--- config.mk ---
export PLATFORM = sky130hd
export DESIGN_NAME = triangle_fan_index_batcher_top_flat
export DESIGN_NICKNAME = d
export VERILOG_FILES = /design/src/hdl/tfib_pkg.sv /design/src/hdl/tfib_cmd_if.sv /design/src/hdl/tfib_res_if.sv /design/src/hdl/triangle_fan_index_batcher_top.sv /design/src/hdl/tfib_alu.sv /design/src/hdl/tfib_cfg.sv /design/src/flat_wrapper.sv
export SDC_FILE = /design/constraint.sdc
export NUM_CORES = 1
export LEC_CHECK = 0
export ABC_AREA = 0
export BUFFER_PORTS_ARGS = -buffer_cell sky130_fd_sc_hd__buf_4
export CORE_ASPECT_RATIO = 0.8
export CORE_MARGIN = 2
export CORE_UTILIZATION = 55
export DETAILED_ROUTE_END_ITERATION = 10
export PLACE_DENSITY = 0.81
export SLEW_MARGIN = 20
export SYNTH_ARGS = -nofsm -noshare
export SYNTH_HDL_FRONTEND = slang
export SYNTH_SLANG_ARGS = --single-unit
--- constraint.sdc ---
create_clock -name clk -period 20.1 [get_ports clk]
set_input_delay 6.03 -clock clk [delete_from_list [all_inputs] [get_ports clk]]
set_output_delay 6.03 -clock clk [all_outputs]
set_load 0.02 [all_outputs]
--- src/hdl/tfib_pkg.sv ---
// Shared types and constants of the triangle fan index batcher.
package tfib_pkg;

	localparam int POLY_W    = 7;
	localparam int SLOT_W    = 16;
	localparam int CFG_W     = 20;
	localparam int CFG_IDX_W = 1;
	localparam int SUM_W     = CFG_W + 1;

	localparam logic CMD_ADD   = 1'b0;
	localparam logic CMD_CLEAR = 1'b1;

	localparam logic [CFG_IDX_W-1:0] CFG_VERTEX_CAP = 1'b0;
	localparam logic [CFG_IDX_W-1:0] CFG_INDEX_CAP  = 1'b1;

	localparam logic [CFG_W-1:0] VERTEX_CAP_RST = 20'd4096;
	localparam logic [CFG_W-1:0] INDEX_CAP_RST  = 20'd12288;

	typedef enum logic [2:0] {
		ST_ACCEPTED  = 3'd0,
		ST_BAD_COUNT = 3'd1,
		ST_NO_VROOM  = 3'd2,
		ST_NO_IROOM  = 3'd3,
		ST_CLEARED   = 3'd4
	} status_t;

	typedef struct packed {
		logic [CFG_W-1:0] vert_slots;
		logic [CFG_W-1:0] idx_slots;
	} cfg_t;

	typedef struct packed {
		logic [CFG_W-1:0] a;
		logic [CFG_W-1:0] b;
		logic [CFG_W-1:0] limit;
	} alu_req_t;

	typedef struct packed {
		logic [SUM_W-1:0] sum;
		logic             gt;
	} alu_rsp_t;

endpackage

--- src/hdl/tfib_cmd_if.sv ---
// Command channel: valid/ready handshake carrying one batch command.
interface tfib_cmd_if import tfib_pkg::*; ();
	logic              valid;
	logic              ready;
	logic              command;
	logic [POLY_W-1:0] polygon_vertices;

	modport source (output valid, output command, output polygon_vertices, input ready);
	modport sink   (input valid, input command, input polygon_vertices, output ready);
endinterface

--- src/hdl/tfib_res_if.sv ---
// Result channel: valid/ready handshake carrying one fan result.
interface tfib_res_if import tfib_pkg::*; ();
	logic              valid;
	logic              ready;
	status_t           status;
	logic [SLOT_W-1:0] slot_base;
	logic              triangle_valid;
	logic [SLOT_W-1:0] corner_a;
	logic [SLOT_W-1:0] corner_b;
	logic [SLOT_W-1:0] corner_c;
	logic              last;
	logic              flush_hint;

	modport source (output valid, output status, output slot_base, output triangle_valid,
		output corner_a, output corner_b, output corner_c, output last,
		output flush_hint, input ready);
	modport sink   (input valid, input status, input slot_base, input triangle_valid,
		input corner_a, input corner_b, input corner_c, input last,
		input flush_hint, output ready);
endinterface

--- src/hdl/triangle_fan_index_batcher_top.sv ---
// Top level of the triangle fan index batcher: sequencer around one shared adder.
//
// One command at a time is taken from the command channel; cmd.ready is high only while
// the sequencer is idle. Every step runs through a single add-and-compare unit: vertex
// room check, index room check, two flush-headroom compares, first-corner set-up, then
// one corner add per triangle beat. An accepted add of N >= 3 vertices gives N - 2
// result beats, one per cycle while res.ready stays high; other commands give one beat.
// A clear or a bad vertex count skips both room checks, and a refusal for lack of vertex
// room skips the index check. Results leave through an output register, so the next
// command is taken while the final beat still waits. The vertex limit is the configured
// vertex slot count clamped to ADDRESSABLE_VERTICES; the flush hint compares against the
// unclamped value. Configuration writes are taken any time, but belong only to an idle
// block.
module triangle_fan_index_batcher_top import tfib_pkg::*; #(
	parameter int MAX_POLYGON_VERTICES = 64,
	parameter int ADDRESSABLE_VERTICES = 65536,
	parameter int FLUSH_HEADROOM       = 32
) (
	input  logic                 clk,
	input  logic                 arst_n,
	input  logic                 cfg_we,
	input  logic [CFG_IDX_W-1:0] cfg_index,
	input  logic [CFG_W-1:0]     cfg_wdata,
	tfib_cmd_if.sink             cmd,
	tfib_res_if.source           res
);

	// vertices_used never exceeds the addressable limit
	localparam int VU_W   = $clog2(ADDRESSABLE_VERTICES + 1);
	localparam int TRI_W  = $clog2(MAX_POLYGON_VERTICES - 1);
	localparam int NEED_W = $clog2(3 * (MAX_POLYGON_VERTICES - 2) + 1);

	typedef enum logic [2:0] {
		S_IDLE,
		S_VCHK,
		S_ICHK,
		S_FLV,
		S_FLI,
		S_PREP,
		S_EMIT
	} state_t;

	state_t            state_q;
	cfg_t              cfg;
	alu_req_t          alu_req;
	alu_rsp_t          alu_rsp;

	logic [POLY_W-1:0] n_q;
	logic [NEED_W-1:0] need_q;
	logic [TRI_W-1:0]  tri_left_q;
	logic [VU_W-1:0]   vused_q;
	logic [VU_W-1:0]   vsum_q;
	logic [CFG_W-1:0]  iused_q;
	status_t           status_q;
	logic [SLOT_W-1:0] base_q;
	logic [SLOT_W-1:0] next_q;
	logic              vflag_q;
	logic              flush_q;

	// output register
	logic              out_valid_q;
	status_t           o_status_q;
	logic [SLOT_W-1:0] o_base_q;
	logic              o_tri_q;
	logic [SLOT_W-1:0] o_a_q;
	logic [SLOT_W-1:0] o_b_q;
	logic [SLOT_W-1:0] o_c_q;
	logic              o_last_q;
	logic              o_flush_q;

	logic              cmd_beat;
	logic              n_bad;
	logic [POLY_W-1:0] tris_n;
	logic [TRI_W-1:0]  tris;
	logic [NEED_W-1:0] need;
	logic [CFG_W-1:0]  vlimit;
	logic              out_free;
	logic              out_load;

	tfib_cfg u_cfg (
		.clk       (clk),
		.arst_n    (arst_n),
		.cfg_we    (cfg_we),
		.cfg_index (cfg_index),
		.cfg_wdata (cfg_wdata),
		.cfg       (cfg)
	);

	tfib_alu u_alu (
		.req (alu_req),
		.rsp (alu_rsp)
	);

	assign cmd.ready = (state_q == S_IDLE);
	assign cmd_beat  = cmd.valid && cmd.ready;
	assign out_free  = !out_valid_q || res.ready;
	// a result beat is loaded into the output register this cycle
	assign out_load  = (state_q == S_EMIT) && out_free;

	// polygon size decode at accept time
	assign n_bad  = (cmd.polygon_vertices == '0) ||
		(cmd.polygon_vertices > POLY_W'(MAX_POLYGON_VERTICES));
	assign tris_n = (cmd.polygon_vertices >= POLY_W'(3)) ? cmd.polygon_vertices - POLY_W'(2)
		: '0;
	assign tris   = TRI_W'(tris_n);
	assign need   = NEED_W'({tris, 1'b0}) + NEED_W'(tris);

	assign vlimit = (cfg.vert_slots > CFG_W'(ADDRESSABLE_VERTICES)) ?
		CFG_W'(ADDRESSABLE_VERTICES) : cfg.vert_slots;

	// operand select for the shared unit
	always_comb begin
		alu_req = '0;
		unique case (state_q)
			S_VCHK: begin
				alu_req.a     = CFG_W'(vused_q);
				alu_req.b     = CFG_W'(n_q);
				alu_req.limit = vlimit;
			end
			S_ICHK: begin
				alu_req.a     = iused_q;
				alu_req.b     = CFG_W'(need_q);
				alu_req.limit = cfg.idx_slots;
			end
			S_FLV: begin
				alu_req.a     = CFG_W'(vused_q);
				alu_req.b     = CFG_W'(FLUSH_HEADROOM);
				alu_req.limit = cfg.vert_slots;
			end
			S_FLI: begin
				alu_req.a     = iused_q;
				alu_req.b     = CFG_W'(3 * FLUSH_HEADROOM);
				alu_req.limit = cfg.idx_slots;
			end
			S_PREP: begin
				alu_req.a = CFG_W'(base_q);
				alu_req.b = CFG_W'(1);
			end
			S_EMIT: begin
				alu_req.a = CFG_W'(next_q);
				alu_req.b = CFG_W'(1);
			end
			default: ;
		endcase
	end

	always_ff @(posedge clk or negedge arst_n) begin
		if (!arst_n) begin
			state_q     <= S_IDLE;
			vused_q     <= '0;
			iused_q     <= '0;
			out_valid_q <= 1'b0;
		end else begin
			// held beat stays until taken; a new one is loaded when the register frees
			out_valid_q <= out_load || (out_valid_q && !res.ready);
			unique case (state_q)
				S_IDLE: begin
					if (cmd_beat) begin
						n_q    <= cmd.polygon_vertices;
						need_q <= need;
						if (cmd.command == CMD_CLEAR) begin
							vused_q    <= '0;
							iused_q    <= '0;
							status_q   <= ST_CLEARED;
							tri_left_q <= '0;
							state_q    <= S_FLV;
						end else if (n_bad) begin
							status_q   <= ST_BAD_COUNT;
							tri_left_q <= '0;
							state_q    <= S_FLV;
						end else begin
							tri_left_q <= tris;
							state_q    <= S_VCHK;
						end
					end
				end
				S_VCHK: begin
					if (alu_rsp.gt) begin
						status_q   <= ST_NO_VROOM;
						tri_left_q <= '0;
						state_q    <= S_FLV;
					end else begin
						vsum_q  <= alu_rsp.sum[VU_W-1:0];
						state_q <= S_ICHK;
					end
				end
				S_ICHK: begin
					if (alu_rsp.gt) begin
						status_q   <= ST_NO_IROOM;
						tri_left_q <= '0;
					end else begin
						// commit the polygon
						status_q <= ST_ACCEPTED;
						base_q   <= SLOT_W'(vused_q);
						vused_q  <= vsum_q;
						iused_q  <= alu_rsp.sum[CFG_W-1:0];
					end
					state_q <= S_FLV;
				end
				S_FLV: begin
					vflag_q <= alu_rsp.gt;
					state_q <= S_FLI;
				end
				S_FLI: begin
					flush_q <= vflag_q || alu_rsp.gt;
					state_q <= S_PREP;
				end
				S_PREP: begin
					next_q  <= alu_rsp.sum[SLOT_W-1:0];
					state_q <= S_EMIT;
				end
				S_EMIT: begin
					if (out_free) begin
						o_status_q  <= status_q;
						o_base_q    <= (status_q == ST_ACCEPTED) ? base_q : '0;
						o_flush_q   <= flush_q;
						if (tri_left_q == '0) begin
							// refusal, clear or a polygon with no triangle
							o_tri_q  <= 1'b0;
							o_a_q    <= '0;
							o_b_q    <= '0;
							o_c_q    <= '0;
							o_last_q <= 1'b1;
							state_q  <= S_IDLE;
						end else begin
							o_tri_q    <= 1'b1;
							o_a_q      <= base_q;
							o_b_q      <= next_q;
							o_c_q      <= alu_rsp.sum[SLOT_W-1:0];
							o_last_q   <= (tri_left_q == TRI_W'(1));
							next_q     <= alu_rsp.sum[SLOT_W-1:0];
							tri_left_q <= tri_left_q - TRI_W'(1);
							if (tri_left_q == TRI_W'(1)) begin
								state_q <= S_IDLE;
							end
						end
					end
				end
				default: state_q <= S_IDLE;
			endcase
		end
	end

	assign res.valid          = out_valid_q;
	assign res.status         = o_status_q;
	assign res.slot_base      = o_base_q;
	assign res.triangle_valid = o_tri_q;
	assign res.corner_a       = o_a_q;
	assign res.corner_b       = o_b_q;
	assign res.corner_c       = o_c_q;
	assign res.last           = o_last_q;
	assign res.flush_hint     = o_flush_q;

endmodule

--- src/hdl/tfib_alu.sv ---
// Shared add-and-compare unit: sum of two operands and sum > limit.
module tfib_alu import tfib_pkg::*; (
	input  alu_req_t req,
	output alu_rsp_t rsp
);

	logic [SUM_W-1:0] sum;

	assign sum     = {1'b0, req.a} + {1'b0, req.b};
	assign rsp.sum = sum;
	assign rsp.gt  = sum > {1'b0, req.limit};

endmodule

--- src/hdl/tfib_cfg.sv ---
// Configuration registers: vertex and index capacity.
module tfib_cfg import tfib_pkg::*; (
	input  logic                 clk,
	input  logic                 arst_n,
	input  logic                 cfg_we,
	input  logic [CFG_IDX_W-1:0] cfg_index,
	input  logic [CFG_W-1:0]     cfg_wdata,
	output cfg_t                 cfg
);

	cfg_t cfg_q;

	always_ff @(posedge clk or negedge arst_n) begin
		if (!arst_n) begin
			cfg_q.vert_slots <= VERTEX_CAP_RST;
			cfg_q.idx_slots  <= INDEX_CAP_RST;
		end else if (cfg_we) begin
			unique case (cfg_index)
				CFG_VERTEX_CAP: cfg_q.vert_slots <= cfg_wdata;
				CFG_INDEX_CAP:  cfg_q.idx_slots  <= cfg_wdata;
				default: ;
			endcase
		end
	end

	assign cfg = cfg_q;

endmodule

--- src/flat_wrapper.sv ---
// flat-port wrapper written by rule: the top's interface ports become plain ports
module triangle_fan_index_batcher_top_flat import tfib_pkg::*;
#(
	parameter int MAX_POLYGON_VERTICES = 64,
	parameter int ADDRESSABLE_VERTICES = 65536,
	parameter int FLUSH_HEADROOM       = 32
)
  (clk, arst_n, cfg_we, cfg_index, cfg_wdata, cmd_valid, cmd_command, cmd_polygon_vertices, cmd_ready, res_valid, res_status, res_slot_base, res_triangle_valid, res_corner_a, res_corner_b, res_corner_c, res_last, res_flush_hint, res_ready);
  tfib_cmd_if cmd_i ();
  tfib_res_if res_i ();
  input  logic clk;
  input  logic arst_n;
  input  logic cfg_we;
  input  logic [CFG_IDX_W-1:0] cfg_index;
  input  logic [CFG_W-1:0] cfg_wdata;
  input wire logic [$bits(cmd_i.valid)-1:0] cmd_valid;
  input wire logic [$bits(cmd_i.command)-1:0] cmd_command;
  input wire logic [$bits(cmd_i.polygon_vertices)-1:0] cmd_polygon_vertices;
  output wire logic [$bits(cmd_i.ready)-1:0] cmd_ready;
  output wire logic [$bits(res_i.valid)-1:0] res_valid;
  output wire logic [$bits(res_i.status)-1:0] res_status;
  output wire logic [$bits(res_i.slot_base)-1:0] res_slot_base;
  output wire logic [$bits(res_i.triangle_valid)-1:0] res_triangle_valid;
  output wire logic [$bits(res_i.corner_a)-1:0] res_corner_a;
  output wire logic [$bits(res_i.corner_b)-1:0] res_corner_b;
  output wire logic [$bits(res_i.corner_c)-1:0] res_corner_c;
  output wire logic [$bits(res_i.last)-1:0] res_last;
  output wire logic [$bits(res_i.flush_hint)-1:0] res_flush_hint;
  input wire logic [$bits(res_i.ready)-1:0] res_ready;
  assign cmd_i.valid = cmd_valid;
  assign cmd_i.command = cmd_command;
  assign cmd_i.polygon_vertices = cmd_polygon_vertices;
  assign cmd_ready = cmd_i.ready;
  assign res_valid = res_i.valid;
  assign res_status = res_i.status;
  assign res_slot_base = res_i.slot_base;
  assign res_triangle_valid = res_i.triangle_valid;
  assign res_corner_a = res_i.corner_a;
  assign res_corner_b = res_i.corner_b;
  assign res_corner_c = res_i.corner_c;
  assign res_last = res_i.last;
  assign res_flush_hint = res_i.flush_hint;
  assign res_i.ready = res_ready;
  triangle_fan_index_batcher_top #(.MAX_POLYGON_VERTICES(MAX_POLYGON_VERTICES), .ADDRESSABLE_VERTICES(ADDRESSABLE_VERTICES), .FLUSH_HEADROOM(FLUSH_HEADROOM)) u_core (.clk(clk), .arst_n(arst_n), .cfg_we(cfg_we), .cfg_index(cfg_index), .cfg_wdata(cfg_wdata), .cmd(cmd_i), .res(res_i));
endmodule
# Word-level counts from Yosys, hierarchy flattened
# Index checks and enable logic that the tools add are counted.
# word_totals
reg_bits	226
latch_bits	0
ram_bits	0
romBits	0
in_bits	34
out_inout_bits	72
wordCells	118
memories	0
# op_classes
add_sub_neg	4
n_mul	0
div_mod_pow	0
magnitude_cmp	4
n_eq_ne	16
shift	0
n_mux	37
bitwise	2
n_reduce_logical	32
# op_table
op	n
case mux 40 bit (6 select lines)	1
two-way mux 20 bit	4
case mux 20 bit (3 select lines)	1
two-way mux 17 bit	3
two-way mux 6 bit	7
case mux 20 bit (2 select lines)	1
case mux 17 bit (2 select lines)	1
two-way mux 16 bit	2
case mux 16 bit (2 select lines)	1
two-way mux 3 bit	9
adder 20 x 20 -> 21 bit	1
greater-than comparator 21 x 20 -> 1 bit	1
case mux 3 bit (7 select lines)	1
greater-than comparator 20 x 17 -> 1 bit (second input constant)	1
case mux 6 bit (3 select lines)	1
AND reduction 3 bit	5
== test 3 bit (second input constant)	3
case mux 3 bit (3 select lines)	1
adder 7 x 6 -> 8 bit	1
inequality test 2 bit (second input constant)	4
AND reduction 2 bit	4
AND reduction 4 bit	2
greater-or-equal comparator 7 x 2 -> 1 bit (second input constant)	1
greater-than comparator 7 bit (second input constant)	1
21 further kinds	38

# Longest topological paths before layout
# Gate-level depths: netlist (run 1).
# logic_depth
word_depth	6
mapped_depth	28
ltp_nobuf	23

# Modules after synthesis
# From an unflattened synthesis (run 1), not the netlist that was laid out.
# hier_totals
cells_unflattened	1018
area_unflattened_um2	11752.5
# modules_own_cells
module	instances	cells_per_inst	area_each_um2	seq_area_each_um2
triangle_fan_index_batcher_top	1	728	8605.8	5380.2
tfib_cfg	1	86	1604.0	1004.7
tfib_alu	1	204	1542.7	0.0

# Least setup slack after synthesis (run 1)
# Ideal clock, no wire load.
# synth_timing
path_kind	input -> register
start	input port res_ready
end	register u_core.o_a_q[0] (netlist: u_core.res.corner_a[0]) (enable)
setup_time_ns	0.499
t_arrival_ns	9.193
required_ns	19.601
slack_ns	10.407
stages	3
cell_sequence	nand2b_1 -> nand2_1 -> nor2_1
# synth_via
elab_chain_cells	2
# synth_lines
element	line	rtl
start, declared	flat_wrapper.sv:29	input wire logic [$bits(res_i.ready)-1:0] res_ready;
logical OR 1 bit	triangle_fan_index_batcher_top.sv:96	assign out_free = !out_valid_q || res.ready;
AND reduction 3 bit (no source line)	n/a	
end signal, assigned	triangle_fan_index_batcher_top.sv:227	o_a_q <= base_q;
end, declared	triangle_fan_index_batcher_top.sv:65	logic [SLOT_W-1:0] o_a_q;
# No other way between the ends.
# A chain may end at the register's enable or synchronous reset.

# Final worst setup path (run 1)
# layout_timing
start	input port cmd_polygon_vertices[2]
end	register u_core.need_q[7] (data pin)
# layout_via
elab_chain_cells	3
# layout_lines
element	line	rtl
start, declared	flat_wrapper.sv:18	input wire logic [$bits(cmd_i.polygon_vertices)-1:0] cmd_polygon_vertices;
subtractor 6 x 2 -> 6 bit / greater-or-equal comparator 7 x 2 -> 1 bit (equally long branches)	triangle_fan_index_batcher_top.sv:103	assign tris_n = (cmd.polygon_vertices >= POLY_W'(3)) ? cmd.polygon_vertices - POLY_W'(2)
two-way mux 6 bit *	triangle_fan_index_batcher_top.sv:103	
adder 7 x 6 -> 8 bit *	triangle_fan_index_batcher_top.sv:106	assign need = NEED_W'({tris, 1'b0}) + NEED_W'(tris);
net u_core.need[7]	triangle_fan_index_batcher_top.sv:75	logic [NEED_W-1:0] need;
end signal, assigned	triangle_fan_index_batcher_top.sv:160	need_q <= need;
end, declared	triangle_fan_index_batcher_top.sv:49	logic [NEED_W-1:0] need_q;
# The timed path passes the listed nets; every way through them passes the cells marked *.

==> impl.org, run 1 <==
** Clock network
- The tree built by TritonCTS fans out to 226 sinks.
- The later pin in the worst-skew pair is clocked with a latency of 0.52 ns.
- Post-cts sizing count :: 0
- After clock tree synthesis, the flow added hold-fix buffers numbering 0.
- TritonCTS built the clock tree.
- Root buffer cell :: clkbuf_16
- In this run the number of H-tree levels came out at 1.
- Once the clock tree was built, the setup fixing pass inserted 0 buffers.
- Number of buffers inserted during clock tree synthesis :: 23
- Clock Tree Buf Depth :: 3
- Clock transition at the registers of the reported paths :: 0.06 ns

** Placement
- Instance area at placement :: 12100 um2
- Routability-driven placement finished with a final weighted congestion of 0.902.
- Port buffering added 105 buffers.
- Placement Setup Slack :: 10.84 ns
- Post-DP HPWL :: 17.6 mm

** Flow run
- Max-cap violations in this run came to 0.

** Critical path
- The worst setup path is of the in2reg kind.
- Data arrives at the worst endpoint at 8.72 ns.
- Critical path required time :: 20.38 ns
- Critical Path Source Type :: primary input
- Crit. End Element :: flop
- In this run the worst path has a maximum fanout of 11.

** Layout
- The net count of the finished layout is 1079.
- 0 antenna diodes ended up in the layout.
- From synthesis to final layout, the design area changed by 16.1%.
- Fraction of final layout cells sized beyond drive strength 1 :: 21.9%
- Register cell area after layout :: 6380 um2
- Counting the fill cells in the layout gives 1506.
- Area taken by multi-input logic gates :: 4340 um2
- The library cell used most frequently in the layout, excluding fill and tap cells, is edfxtp_1.
- Post-route design area :: 12800 um2
- Commonest non-fill, non-tap cells in the layout :: 145 x edfxtp_1, 119 x buf_4, 78 x dfrtp_1, 72 x nor2_1, 56 x mux2_2

** Synth
- The number of different library cells used by synthesis comes to 68.
- Top cells by area in the synthesized netlist :: edfxtp_1 39%, dfrtp_1 18%, mux2_2 5.7%, ha_1 4.3%, mux2i_1 3.8%
- Total standard cell area after synthesis :: 11100 um2
- Most frequently used flop master after synthesis :: edfxtp_1
- For this run, the number of Yosys warnings is 0.
- Synthesis-stage register bit count :: 226
- Net count after synthesis :: 976
- Cells after synthesis :: 902
- Async set or reset register ratio after synthesis :: 35.8%
- EDFF count, synth :: 145
- Each instance of the synthesized netlist takes up on average 12.3 um2.
- Summed over all instances, the cell type with the most area after synthesis is edfxtp_1.
- Seq/Total Area, Yosys :: 57.7%
- Fraction of synthesized cell area taken by the top area cell type :: 39.3%

** GRT
- Antenna violations before repair :: 0
- Total global routing overflow :: 0
- The via count of the first global-routing pass was 7231.
- First-pass GRT wire length :: 41.0 mm
- Overall routing resource usage :: 25.1%
- Entering global routing, the biggest net connects 68 pins.

** Drt
- In the routed design, unresolved DRC markers number 0.
- In this run, the number of DRC markers left after iteration 0 of detailed routing was 800.
- First drt pass iteration count :: 5
- Wire length reported by the detailed router :: 26.1 mm
- The count of nets left with antenna violations once routing finished came out at 0.
- Detailed routing inserted a total of 7663 vias.
- Average vias per placed instance :: 5.96
- Post-detailed-route wirelength per cell :: 20.3 um

** Pwr
- The analysis attributes to cell leakage a power of 5.32 nW.
- Across the VDD grid, the largest voltage drop is 0.0000945 V.
- Cell area power density :: 176 nW/um2

** STA
- Transition time at the pin with the least slew margin :: 1.17 ns
- Total negative setup slack :: 0 ns
- Pins over their slew limit :: 0
- Based on the critical path, the design can be clocked at up to 0.118 GHz.
- Hold Violations, Final :: 0
- Setup violations remaining at the end of the flow were counted as 0.
- Post-route fraction of the period consumed by the critical path :: 42.0%
- Minimum setup slack in the final design :: 11.66 ns
- The worst pin sits at a relative slew slack of 21.7%.
- Setup repair after global routing left no endpoint under its margin.
- The worst path in the final design needs a cycle of 8.44 ns, including I/O delays and setup.
- Worst clock skew :: 0.0131 ns

** Worst hold path
- The tightest min-delay check is of the reg2reg type.

** Die
- Starting Density :: 55.9%
- The floorplan step defined a core boundary enclosing 19800 um2.
- The die covers 21300 um2.
- Die Span Y :: 131 um
- Count of pins on the block boundary :: 106
- Die Width :: 163 um
- Row cnt :: 46

** Outcome
- The run finished with clean final reports.
registers in the layout, indices dropped and copies added, names as in the netlist, 6 cells and up:
name / cells
u_core.vused_q: 17
u_core.n_q: 7
u_core.tri_left_q: 6
u_core.vsum_q: 17
u_core.res.corner_b: 16
u_core.next_q: 16
u_core.u_cfg.cfg: 40
u_core.res.slot_base: 16
u_core.res.corner_a: 16
u_core.res.corner_c: 16
u_core.need_q: 8
u_core.iused_q: 20
u_core.base_q: 16
routing by layer:
metal / wire (um) / track usage, % / part of all wire, %
met3: 2340 / 4.92 / 9.0
met5: 0 / 0 / 0
met2: 11300 / 38.4 / 43
met4: 701 / 6.98 / 2.7
met1: 11800 / 37.1 / 45
path summary, 6_finish.rpt:
check | from | end | slack [ns] | cells past startpoint
min reg2reg | u_core.flush_q | u_core.res.flush_hint | 0.43 | 0
min | u_core.flush_q | u_core.res.flush_hint | 0.43 | 0
max reg2reg | u_core.state_q[2] | u_core.vsum_q[13] | 12.17 | 24
max | cmd_polygon_vertices[2] | u_core.need_q[7] | 11.66 | 9
max in group asynchronous | arst_n | u_core.u_cfg.cfg[13] | 13.57 | 2
min in group asynchronous | arst_n | u_core.u_cfg.cfg[35] | 5.52 | 1
synth_stat cells, types with 3 or more instances:
library cell / instances
a211o_1: 3
a211oi_1: 3
a21o_1: 9
a21oi_1: 28
a221oi_1: 19
a22o_1: 3
a22oi_1: 24
a31oi_1: 3
and2_1: 53
and3_1: 7
buf_1: 8
buf_2: 8
clkbuf_1: 21
dfrtp_1: 78
dfstp_2: 3
edfxtp_1: 145
ha_1: 38
inv_1: 51
mux2_1: 3
mux2_2: 56
mux2i_1: 42
nand2_1: 52
nand2b_1: 6
nand3_1: 8
nand3b_1: 4
nand4_1: 4
nor2_1: 73
nor2b_1: 11
nor3_1: 19
nor3b_1: 4
nor4_1: 8
o211ai_1: 3
o21a_1: 5
o21ai_0: 18
o32ai_1: 5
or3_1: 5
xnor2_1: 16
xor2_1: 12
critical path: stages:
cell      delay (ns)
buf_4           0.13
or4_1           0.56
nor3_2          0.62
nor2_1          0.23
ha_1            0.29
fa_1            0.42
a21oi_1         0.15
o21bai_1        0.10
a21o_1          0.18
kinds of logic (layout without fill, tap and decap cells):
logic type,after synthesis,count (layout),synth area share [%]
compound gates,144,144,9.45
simple gates,271,271,12.8
buf+inv,92,212,3.41
xor+xnor,28,28,2.22
fa+ha+maj,40,40,4.66
mux,101,101,9.80
flops,226,226,57.7
stage by stage:
| step | util [%] | hold slack, ns | instances | total power, W |
|---|---|---|---|---|
| floorplan | - | 0.400 | 902 | 0.00151 |
| global placement | 61.2 | 0.426 | 1244 | 0.00179 |
| detailed placement | 61.3 | 0.419 | 1244 | 0.00182 |
| CTS | 64.9 | 0.433 | 1286 | 0.00225 |
| global route | 64.9 | 0.452 | 1286 | 0.00240 |
| finish | 64.9 | 0.429 | 1286 | 0.00226 |
cell type report:
type	count	area share, %
Clock inverter	9	0.779
Clock buffer	33	4.77
Timing Repair Buffer	119	6.95
Tap cell	264	2.57
Multi-Input combinational cell	584	33.7
Inverter	51	1.49
Sequential cell	226	49.7
report_power, final:
part	total (W)	switching, W	internal (W)
Clock	0.000413	0.000174	0.000239
Combinational	0.00108	0.000680	0.000398
Sequential	0.000768	0.0000718	0.000696
Total	0.00226	0.000926	0.00133
Power figures use the tool's default switching activity.
==> inputs of run 2 (changes only) <==
- CORE_UTILIZATION: 55 -> 54
- PLACE_DENSITY: 0.81 -> 0.83
- clock period: 20.1 -> 6.77 ns (I/O delays scaled with it)
==> run 2 against run 1 <==
Net effect: sequential power rose to 3.0 times the previous value; wire length is 3.6% higher; clock skew up 0.012 ns; flip-flop and latch count is the same; sequential share of layout area decreased by 0.50 points; clock power grew to 3.0 times the previous value; combinational power grew to 3.1 times the previous value; register-to-register slack worse by 12 ns; via count grew 2.3%; worst hold slack improved by 0.012 ns; final area up 1.1%; critical endpoint is now u_core.base_q[13]; largest power group unchanged; highest routed layer is now met5.
==> impl.org, run 2 (same netlist as run 1, synthesis figures left out) <==
** Critical path
- Worst stage delay on the critical path :: 0.60 ns (was 0.62 ns)
- The type of origin of the critical path is a flop (was primary input).
- In this design, the critical path's most frequently occurring cell is nor2_1.
- Critical path required time :: 6.98 ns (was 20.38 ns)
- The launching element of the worst setup path is u_core.state_q[1] (was cmd_polygon_vertices[2]).
- The category of the most critical setup path is reg2reg (was in2reg).
- The worst reg-to-reg path cell count was 21 (was 24).
- Series of cell instances along the critical path: nor2b_1, buf_4, a221oi_1, nor2_1, ha_1, o21ai_0, nor2_1, a2111oi_2, or3b_2, or3_1, or3_1, a21oi_1, ha_1, and3_1, nand3_1, nor3b_1, mux2_2, a2111oi_2, nor2_4, nor2_1, buf_4 (was buf_4, or4_1, nor3_2, nor2_1, ha_1, fa_1, a21oi_1, o21bai_1, a21o_1).
- CP arrival :: 6.72 ns (was 8.72 ns)
- The end point of the critical path was u_core.base_q[13] (was u_core.need_q[7]).
- The peak fanout along the critical path came to 22 (was 11).
- Minimum setup slack among reg-to-reg paths :: 0.26 ns (was 12.17 ns)
- Crit path max-delay cell type :: a2111oi_2 (was nor3_2)
- The launch point of the worst reg-to-reg path is u_core.state_q[1] (was u_core.state_q[2]).
- The kind of end point of the critical path is a flop (unchanged).
- Reg2Reg Capture Point :: u_core.base_q[13] (was u_core.vsum_q[13])

** Die
- The overall die width is 164 um (was 163 um).
- The number of rows in the core area was 46 (unchanged).
- Count of pins on the block boundary :: 106 (unchanged)
- Die Span Y :: 132 um (was 131 um)
- The die area was 21700 um2 (was 21300 um2).
- The initial core utilization came to 55.4% (was 55.9%).
- Core region area :: 20000 um2 (was 19800 um2)

** STA
- The headroom to the max-slew limit was 28.4% (was 21.7%).
- Pins over their slew limit :: 0 (unchanged)
- Hold Violations, Final :: 0 (unchanged)
- Worst clock skew :: 0.0254 ns (was 0.0131 ns)
- Timing would allow up to 0.154 GHz.
- RSZ-0062 raised after global routing :: false (unchanged)
- Post-route minimum period :: 6.51 ns
- The final setup TNS was 0 ns (unchanged).
- Transition time at the pin with the least slew margin :: 1.07 ns (was 1.17 ns)
- The final setup violation count is 0 (unchanged).
- Of the available clock period, the critical path in the final layout requires 96.2%.

** GRT
- Antenna violations before repair :: 1 (was 0)
- The via count of the first global-routing pass came to 7513 (was 7231).
- The final global-route overflow total came to 0 (unchanged).
- The global-route usage over all layers was 25.1% (about the same).
- First-pass GRT wire length :: 42.3 mm (was 41.0 mm)
- The pin count of the biggest net entering global routing is 68 (unchanged).

** Layout
- The number of nets in the finished design was 1094 (was 1079).
- Commonest non-fill, non-tap cells in the layout: 145 x edfxtp_1, 133 x buf_4, 76 x dfrtp_1, 72 x nor2_1, 56 x mux2_2 (was 145 x edfxtp_1, 119 x buf_4, 78 x dfrtp_1, 72 x nor2_1, 56 x mux2_2).
- The sequential cell area is 6390 um2 (was 6380 um2).
- Post-route design area :: 13000 um2 (was 12800 um2)
- Fill cells :: 1492 (was 1506)
- The number of antenna diodes came to 0 (unchanged).
- The area added between synthesis and finish is 17.3% (was 16.1%).
- Flip-flop count of the largest register, all copies and words added :: 40 (unchanged)
- The leading cell type in the layout, fill and taps excluded was edfxtp_1 (unchanged).
- The multi-input combinational cell area came to 4350 um2 (was 4340 um2).
- Fraction of final layout cells sized beyond drive strength 1 :: 23.5% (was 21.9%)

** Drt
- Drt initial violations :: 987 (was 800)
- Wire length reported by the detailed router :: 27.1 mm (was 26.1 mm)
- The wire length per cell came to 20.8 um (was 20.3 um).
- The vias per cell is 6.03 (was 5.96).
- Routed Antenna Nets :: 0 (unchanged)
- The remaining routing DRC violations is 0 (unchanged).
- Via count :: 7841 (was 7663)
- First drt pass iteration count :: 7 (was 5)

** Clock network
- Clock Tree Buf Depth :: 3 (unchanged)
- Clock transition at the registers of the reported paths :: 0.06 ns (about the same)
- Number of levels in the clock H-tree :: 1 (unchanged)
- Num Clock Sinks :: 226 (unchanged)
- Clock latency reported for the late side of the worst-skew pair :: 0.53 ns (was 0.52 ns)
- Post-CTS repair timing setup buffer count :: 0 (unchanged)
- TritonCTS clock tree :: yes (unchanged)
- The number of CTS-inserted buffers came to 23 (unchanged).
- Root buffer cell :: clkbuf_16 (unchanged)

** Placement
- The instance area after placement was 12200 um2 (was 12100 um2).
- The final HPWL from detailed placement came to 19.0 mm (was 17.6 mm).
- The global placement routability congestion was 1.00 (was 0.902).
- Port-buffer cells :: 105 (unchanged)

** Pwr
- Leakage power total :: 5.40 nW (was 5.32 nW)
- The power density over the cells came to 529 nW/um2 (was 176 nW/um2).
- The peak supply drop is 0.000300 V (was 0.0000945 V).

** Outcome
- Status: complete, no violations (unchanged).

** Worst hold path
- Hold-critical path depth :: 0 (unchanged)
- Class of the tightest hold or removal check :: reg2reg (unchanged)

** Flow run
- The number of max-capacitance violations reported is 0 (unchanged).
==> run 2: repair_timing <==
action | in CTS | in global routing
endpoints found under the hold margin | 0 | 0
hold buffers | 0 | 0
endpoints found under the setup margin | 0 | 63
gates resized for setup | 0 | 3
==> run 2: routing by layer <==
layer	GRT usage, %	wire [um]	vias to the layer above
li1	-	-	3540
met1	38.9	12000	3790
met2	35.8	11500	439
met3	5.35	2750	70
met4	6.97	796	2
met5	0	11	-
==> run 2: cell type report <==
class                      count  area share, %
tap                          264           2.54
sequential                   226           49.2
inverter                      51           1.47
timing repair buffer         133           7.69
clock inverter                11          0.790
multi-input combinational    585           33.5
clock buffer                  30           4.79
==> run 2: how the worst min path moves through the flow <==
stage / startpoint / endpoint / slack (ns)
floorplan: u_core.flush_q / u_core.res.flush_hint / 0.40
global placement: u_core.flush_q / u_core.res.flush_hint / 0.41
detailed placement: u_core.flush_q / u_core.res.flush_hint / 0.42
CTS: u_core.flush_q / u_core.res.flush_hint / 0.44
global route: u_core.flush_q / u_core.res.flush_hint / 0.45
finish: u_core.flush_q / u_core.res.flush_hint / 0.44
==> run 2: report_power, final <==
part	internal [W]	switching, W
sequential	0.00207	0.000269
clock	0.000721	0.000521
combinational	0.00126	0.00204
total	0.00405	0.00283
==> run 2: per-stage QoR <==
| step | utilization, % | worst slack, ns | std cells | power, W | hold WS, ns |
|---|---|---|---|---|---|
| after floorplan | - | 0.195 | 902 | 0.00449 | 0.400 |
| after global placement | 61.3 | 0.269 | 1258 | 0.00543 | 0.407 |
| after detailed placement | 61.3 | 0.147 | 1258 | 0.00552 | 0.424 |
| after CTS | 64.9 | 0.0198 | 1299 | 0.00679 | 0.442 |
| after global routing | 65.0 | 0.0128 | 1300 | 0.00727 | 0.452 |
| final | 65.0 | 0.260 | 1300 | 0.00687 | 0.441 |
==> run 2: critical path: cells and delay by family (launching register included) <==
kind,cells,cell delay (ns)
AO/OA/AOI/OAI,5,1.51
multiplexers,1,0.28
adder cells (fa/ha/maj),2,0.63
buffers and inverters,2,0.49
flip-flops,1,0.59
AND/OR/NAND/NOR,11,2.70
==> inputs of run 3 (changes only) <==
- CORE_UTILIZATION: 54 -> 55
- CTS_BUF_LIST: unset -> sky130_fd_sc_hd__clkbuf_4 sky130_fd_sc_hd__clkbuf_8
- HOLD_SLACK_MARGIN: unset -> 0.12
- PLACE_DENSITY: 0.83 -> 0.84
==> run 3 against run 2 <==
Net effect: sequential share of layout area fell by 0.27 points; power fell by 0.27%; sequential power barely moved; worst setup slack improved by 0.13 ns; fmax rose by 2.1%; clock skew fell by 0.0072 ns; critical path depth rose by 1; clock power fell by 3%; global-route usage rose by 0.76 points; register-to-register slack improved by 0.13 ns; non-clock buffer count rose by 4; critical path type unchanged; largest cell class unchanged.
==> impl.org, run 3 (same netlist as run 1, synthesis figures left out) <==
** Outcome
- Status :: complete, no violations (unchanged)

** Die
- Die Span Y :: 131 um (was 132 um)
- The number of top-level pins is 106 (unchanged).
- Overall die area :: 21300 um2 (was 21700 um2)
- The core outline area was 19800 um2 (was 20000 um2).
- Starting Density :: 55.9% (was 55.4%)
- The overall die width was 163 um (was 164 um).
- The number of rows in the core area came to 46 (unchanged).

** Layout
- The share of post-route cells with drive strength above 1 was 25.7% (was 23.5%).
- Commonest non-fill, non-tap cells in the layout: 145 x edfxtp_1, 136 x buf_4, 78 x dfrtp_1, 72 x nor2_1, 56 x mux2_2 (was 145 x edfxtp_1, 133 x buf_4, 76 x dfrtp_1, 72 x nor2_1, 56 x mux2_2).
- Flip-flop count of the largest register, all copies and words added :: 40 (unchanged)
- The leading cell type in the layout, fill and taps excluded is edfxtp_1 (unchanged).
- Total inserted antenna cells :: 0 (unchanged)
- # nets final :: 1111 (was 1094)
- The post-route cell area is 13100 um2 (was 13000 um2).
- The area added between synthesis and finish came to 17.9% (was 17.3%).

** Pwr
- Total design power :: 0.00686 W (was 0.00687 W)
- The peak supply drop was 0.000255 V (was 0.000300 V).
- The power density over the cells came to 525 nW/um2 (was 529 nW/um2).
- Leakage power total :: 5.47 nW (was 5.40 nW)

** Critical path
- The cell class contributing the biggest share of worst-path delay is compound AO/OA/AOI/OAI gates (was simple AND/OR/NAND/NOR gates).
- The cell count along the critical path was 22 (was 21).
- The highest cell delay on the worst timing path came to 0.57 ns (was 0.60 ns).
- Reg2Reg Capture Point :: u_core.status_q[2] (was u_core.base_q[13])
- The worst reg-to-reg path cell count came to 22 (was 21).
- Start of the worst register-to-register path :: u_core.state_q[2] (was u_core.state_q[1])
- The type of origin of the critical path is a flop (unchanged).
- The critical path arrival came to 6.61 ns (was 6.72 ns).
- Series of cell instances along the critical path :: buf_4, inv_1, a221oi_1, nor2_1, ha_1, o21ai_0, nor2_1, a2111oi_2, or3b_2, or3_1, nor2b_1, xnor2_1, inv_1, ha_1, and4_1, nand3_1, a41o_1, a21oi_1, a21o_1, nor3_1, a2111oi_0, buf_4 (was nor2b_1, buf_4, a221oi_1, nor2_1, ha_1, o21ai_0, nor2_1, a2111oi_2, or3b_2, or3_1, or3_1, a21oi_1, ha_1, and3_1, nand3_1, nor3b_1, mux2_2, a2111oi_2, nor2_4, nor2_1, buf_4)
- CP Buf/Inv Count :: 4 (was 2)
- Crit-path max FO :: 16 (was 22)
- The launching element of the worst setup path was u_core.state_q[2] (was u_core.state_q[1]).
- Minimum setup slack among reg-to-reg paths :: 0.39 ns (was 0.26 ns)
- Critical path required time :: 7.01 ns (was 6.98 ns)
- The category of the most critical setup path was reg2reg (unchanged).
- Crit path max-delay cell type :: dfrtp_1 (was a2111oi_2)
- Crit. End Element :: flop (unchanged)

** Drt
- Wire length reported by the detailed router :: 26.9 mm (was 27.1 mm)
- The DRC violation total after the first TritonRoute iteration came to 932 (was 987).
- The wire length per cell was 20.2 um (was 20.8 um).
- Average vias per placed instance :: 5.87 (was 6.03)
- Met2 routed wirelength :: 11.8 mm (was 11.5 mm)
- The remaining routing DRC violations is 0 (unchanged).
- Via count :: 7795 (was 7841)
- Routed Antenna Nets :: 0 (unchanged)
- Top Layer Used :: met4 (was met5)
- Total met3 wirelength after detailed routing :: 2.63 mm (was 2.75 mm)
- The first-pass iteration count of the detailed router is 6 (was 7).
- DRT met1 WL :: 11.9 mm (was 12.0 mm)

** Clock network
- TritonCTS clock tree :: yes (unchanged)
- Num Clock Sinks :: 226 (unchanged)
- Clock latency reported for the late side of the worst-skew pair :: 0.53 ns (about the same)
- The buffer cell driving the clock tree root was clkbuf_8 (was clkbuf_16).
- The number of levels in the clock H-tree came to 2 (was 1).
- The number of buffers on the longest clock path came to 3 (unchanged).
- Number of buffers inserted during clock tree synthesis :: 37 (was 23)
- The clock slew seen by the registers of the worst setup and hold paths came to 0.06 ns (about the same).

** STA
- Pins over their slew limit :: 0 (unchanged)
- The final setup violation count was 0 (unchanged).
- Hold Violations, Final :: 0 (unchanged)
- The final worst clock skew was 0.0183 ns (was 0.0254 ns).
- The final setup TNS was 0 ns (unchanged).
- RSZ-0062 raised after global routing :: false (unchanged)
- Minimum setup slack in the final design :: 0.395 ns (was 0.260 ns)
- Transition time at the pin with the least slew margin :: 1.00 ns (was 1.07 ns)
- The hold slack was 0.430 ns (was 0.441 ns).
- Post-route fraction of the period consumed by the critical path :: 94.2% (was 96.2%)
- Post-route minimum period :: 6.38 ns (was 6.51 ns)
- Fmax :: 0.157 GHz (was 0.154 GHz)
- Tightest slew margin relative to the limit :: 32.8% (was 28.4%)

** GRT
- Maximum number of pins on one net before global-route repair :: 59 (was 68)
- The first-pass GRT wire length is 42.1 mm (was 42.3 mm).
- Antenna violations before repair :: 0 (was 1)
- Via count of the first global-routing pass :: 7591 (was 7513)
- Total global routing overflow :: 0 (unchanged)
- The global-route usage over all layers was 25.9% (was 25.1%).

** Placement
- The global placement routability congestion was 0.961 (was 1.00).
- The final HPWL from detailed placement was 18.8 mm (was 19.0 mm).
- The number of input and output port buffers inserted came to 105 (unchanged).
- The instance area after placement is 12300 um2 (was 12200 um2).
- The pre-CTS setup slack is 0.264 ns (was 0.147 ns).

** Worst hold path
- Class of the tightest hold or removal check :: reg2reg (unchanged)
- Hold-critical path endpoint :: u_core.res.flush_hint (unchanged)
- The count of cells along the worst hold path came to 0 (unchanged).
- The startpoint of the lowest-slack hold path is u_core.flush_q (unchanged).

** Flow run
- The number of max-capacitance violations reported was 0 (unchanged).
## run 3: cell types whose count changed in the layout (fill, tap and decap cells not counted), sizes merged
cell / change
clkinv: +4
clkbuf: +22
clkinvlp: +1
buf: +4
nor2: -1
bufinv: -1
## run 3: cell type report
class,count,area (um2)
fillers,1475,6750
flip-flops and latches,226,6380
multi-input cells,584,4350
repair buffers,137,1040
clock buffers,52,659
well taps,264,330
inverters,51,191
clock inverters,15,97.6
## run 3: worst max path at each step
| stage | slack, ns | endpoint |
|---|---|---|
| 2_1_floorplan | 0.20 | u_core.base_q[0] |
| 3_3_place_gp | 0.56 | u_core.tri_left_q[3] |
| 3_5_place_dp | 0.26 | u_core.iused_q[7] |
| 4_1_cts | 0.24 | u_core.iused_q[7] |
| 5_1_grt | 0.01 | u_core.status_q[2] |
| 6_report | 0.39 | u_core.status_q[2] |
## run 3: worst register-to-register path, stage by stage (launching register included)
cell and delay (ns):
dfrtp_1 0.57, buf_4 0.28, inv_1 0.21, a221oi_1 0.51
nor2_1 0.10, ha_1 0.33, o21ai_0 0.09, nor2_1 0.22
a2111oi_2 0.13, or3b_2 0.51, or3_1 0.38, nor2b_1 0.16
xnor2_1 0.17, inv_1 0.11, ha_1 0.30, and4_1 0.23
nand3_1 0.21, a41o_1 0.29, a21oi_1 0.20, a21o_1 0.23
nor3_1 0.08, a2111oi_0 0.54, buf_4 0.23
## run 3: report_power, final
group / internal [W] / switching, W
clock network: 0.000670 / 0.000529
registers: 0.00207 / 0.000254
logic: 0.00129 / 0.00205
## run 3: through the flow
| stage | cells | utilization (%) |
|---|---|---|
| after floorplan | 902 | - |
| after global placement | 1259 | 61.9 |
| after detailed placement | 1259 | 61.9 |
| after CTS | 1326 | 65.7 |
| after global routing | 1329 | 65.9 |
| final | 1329 | 65.9 |
## run 3: timing repair
action,in CTS,in global routing
setup buffers,0,3
endpoints found under the setup margin,0,60
hold endpoints to repair,0,0
gates resized for setup,0,2
hold buffers,0,0
## run 3: metal layers
layer  track usage (%)  up-vias
met5                 0        -
met4              7.08        0
met3              5.84       50
met2              39.3      398
met1              38.0     3763
li1                  -     3584
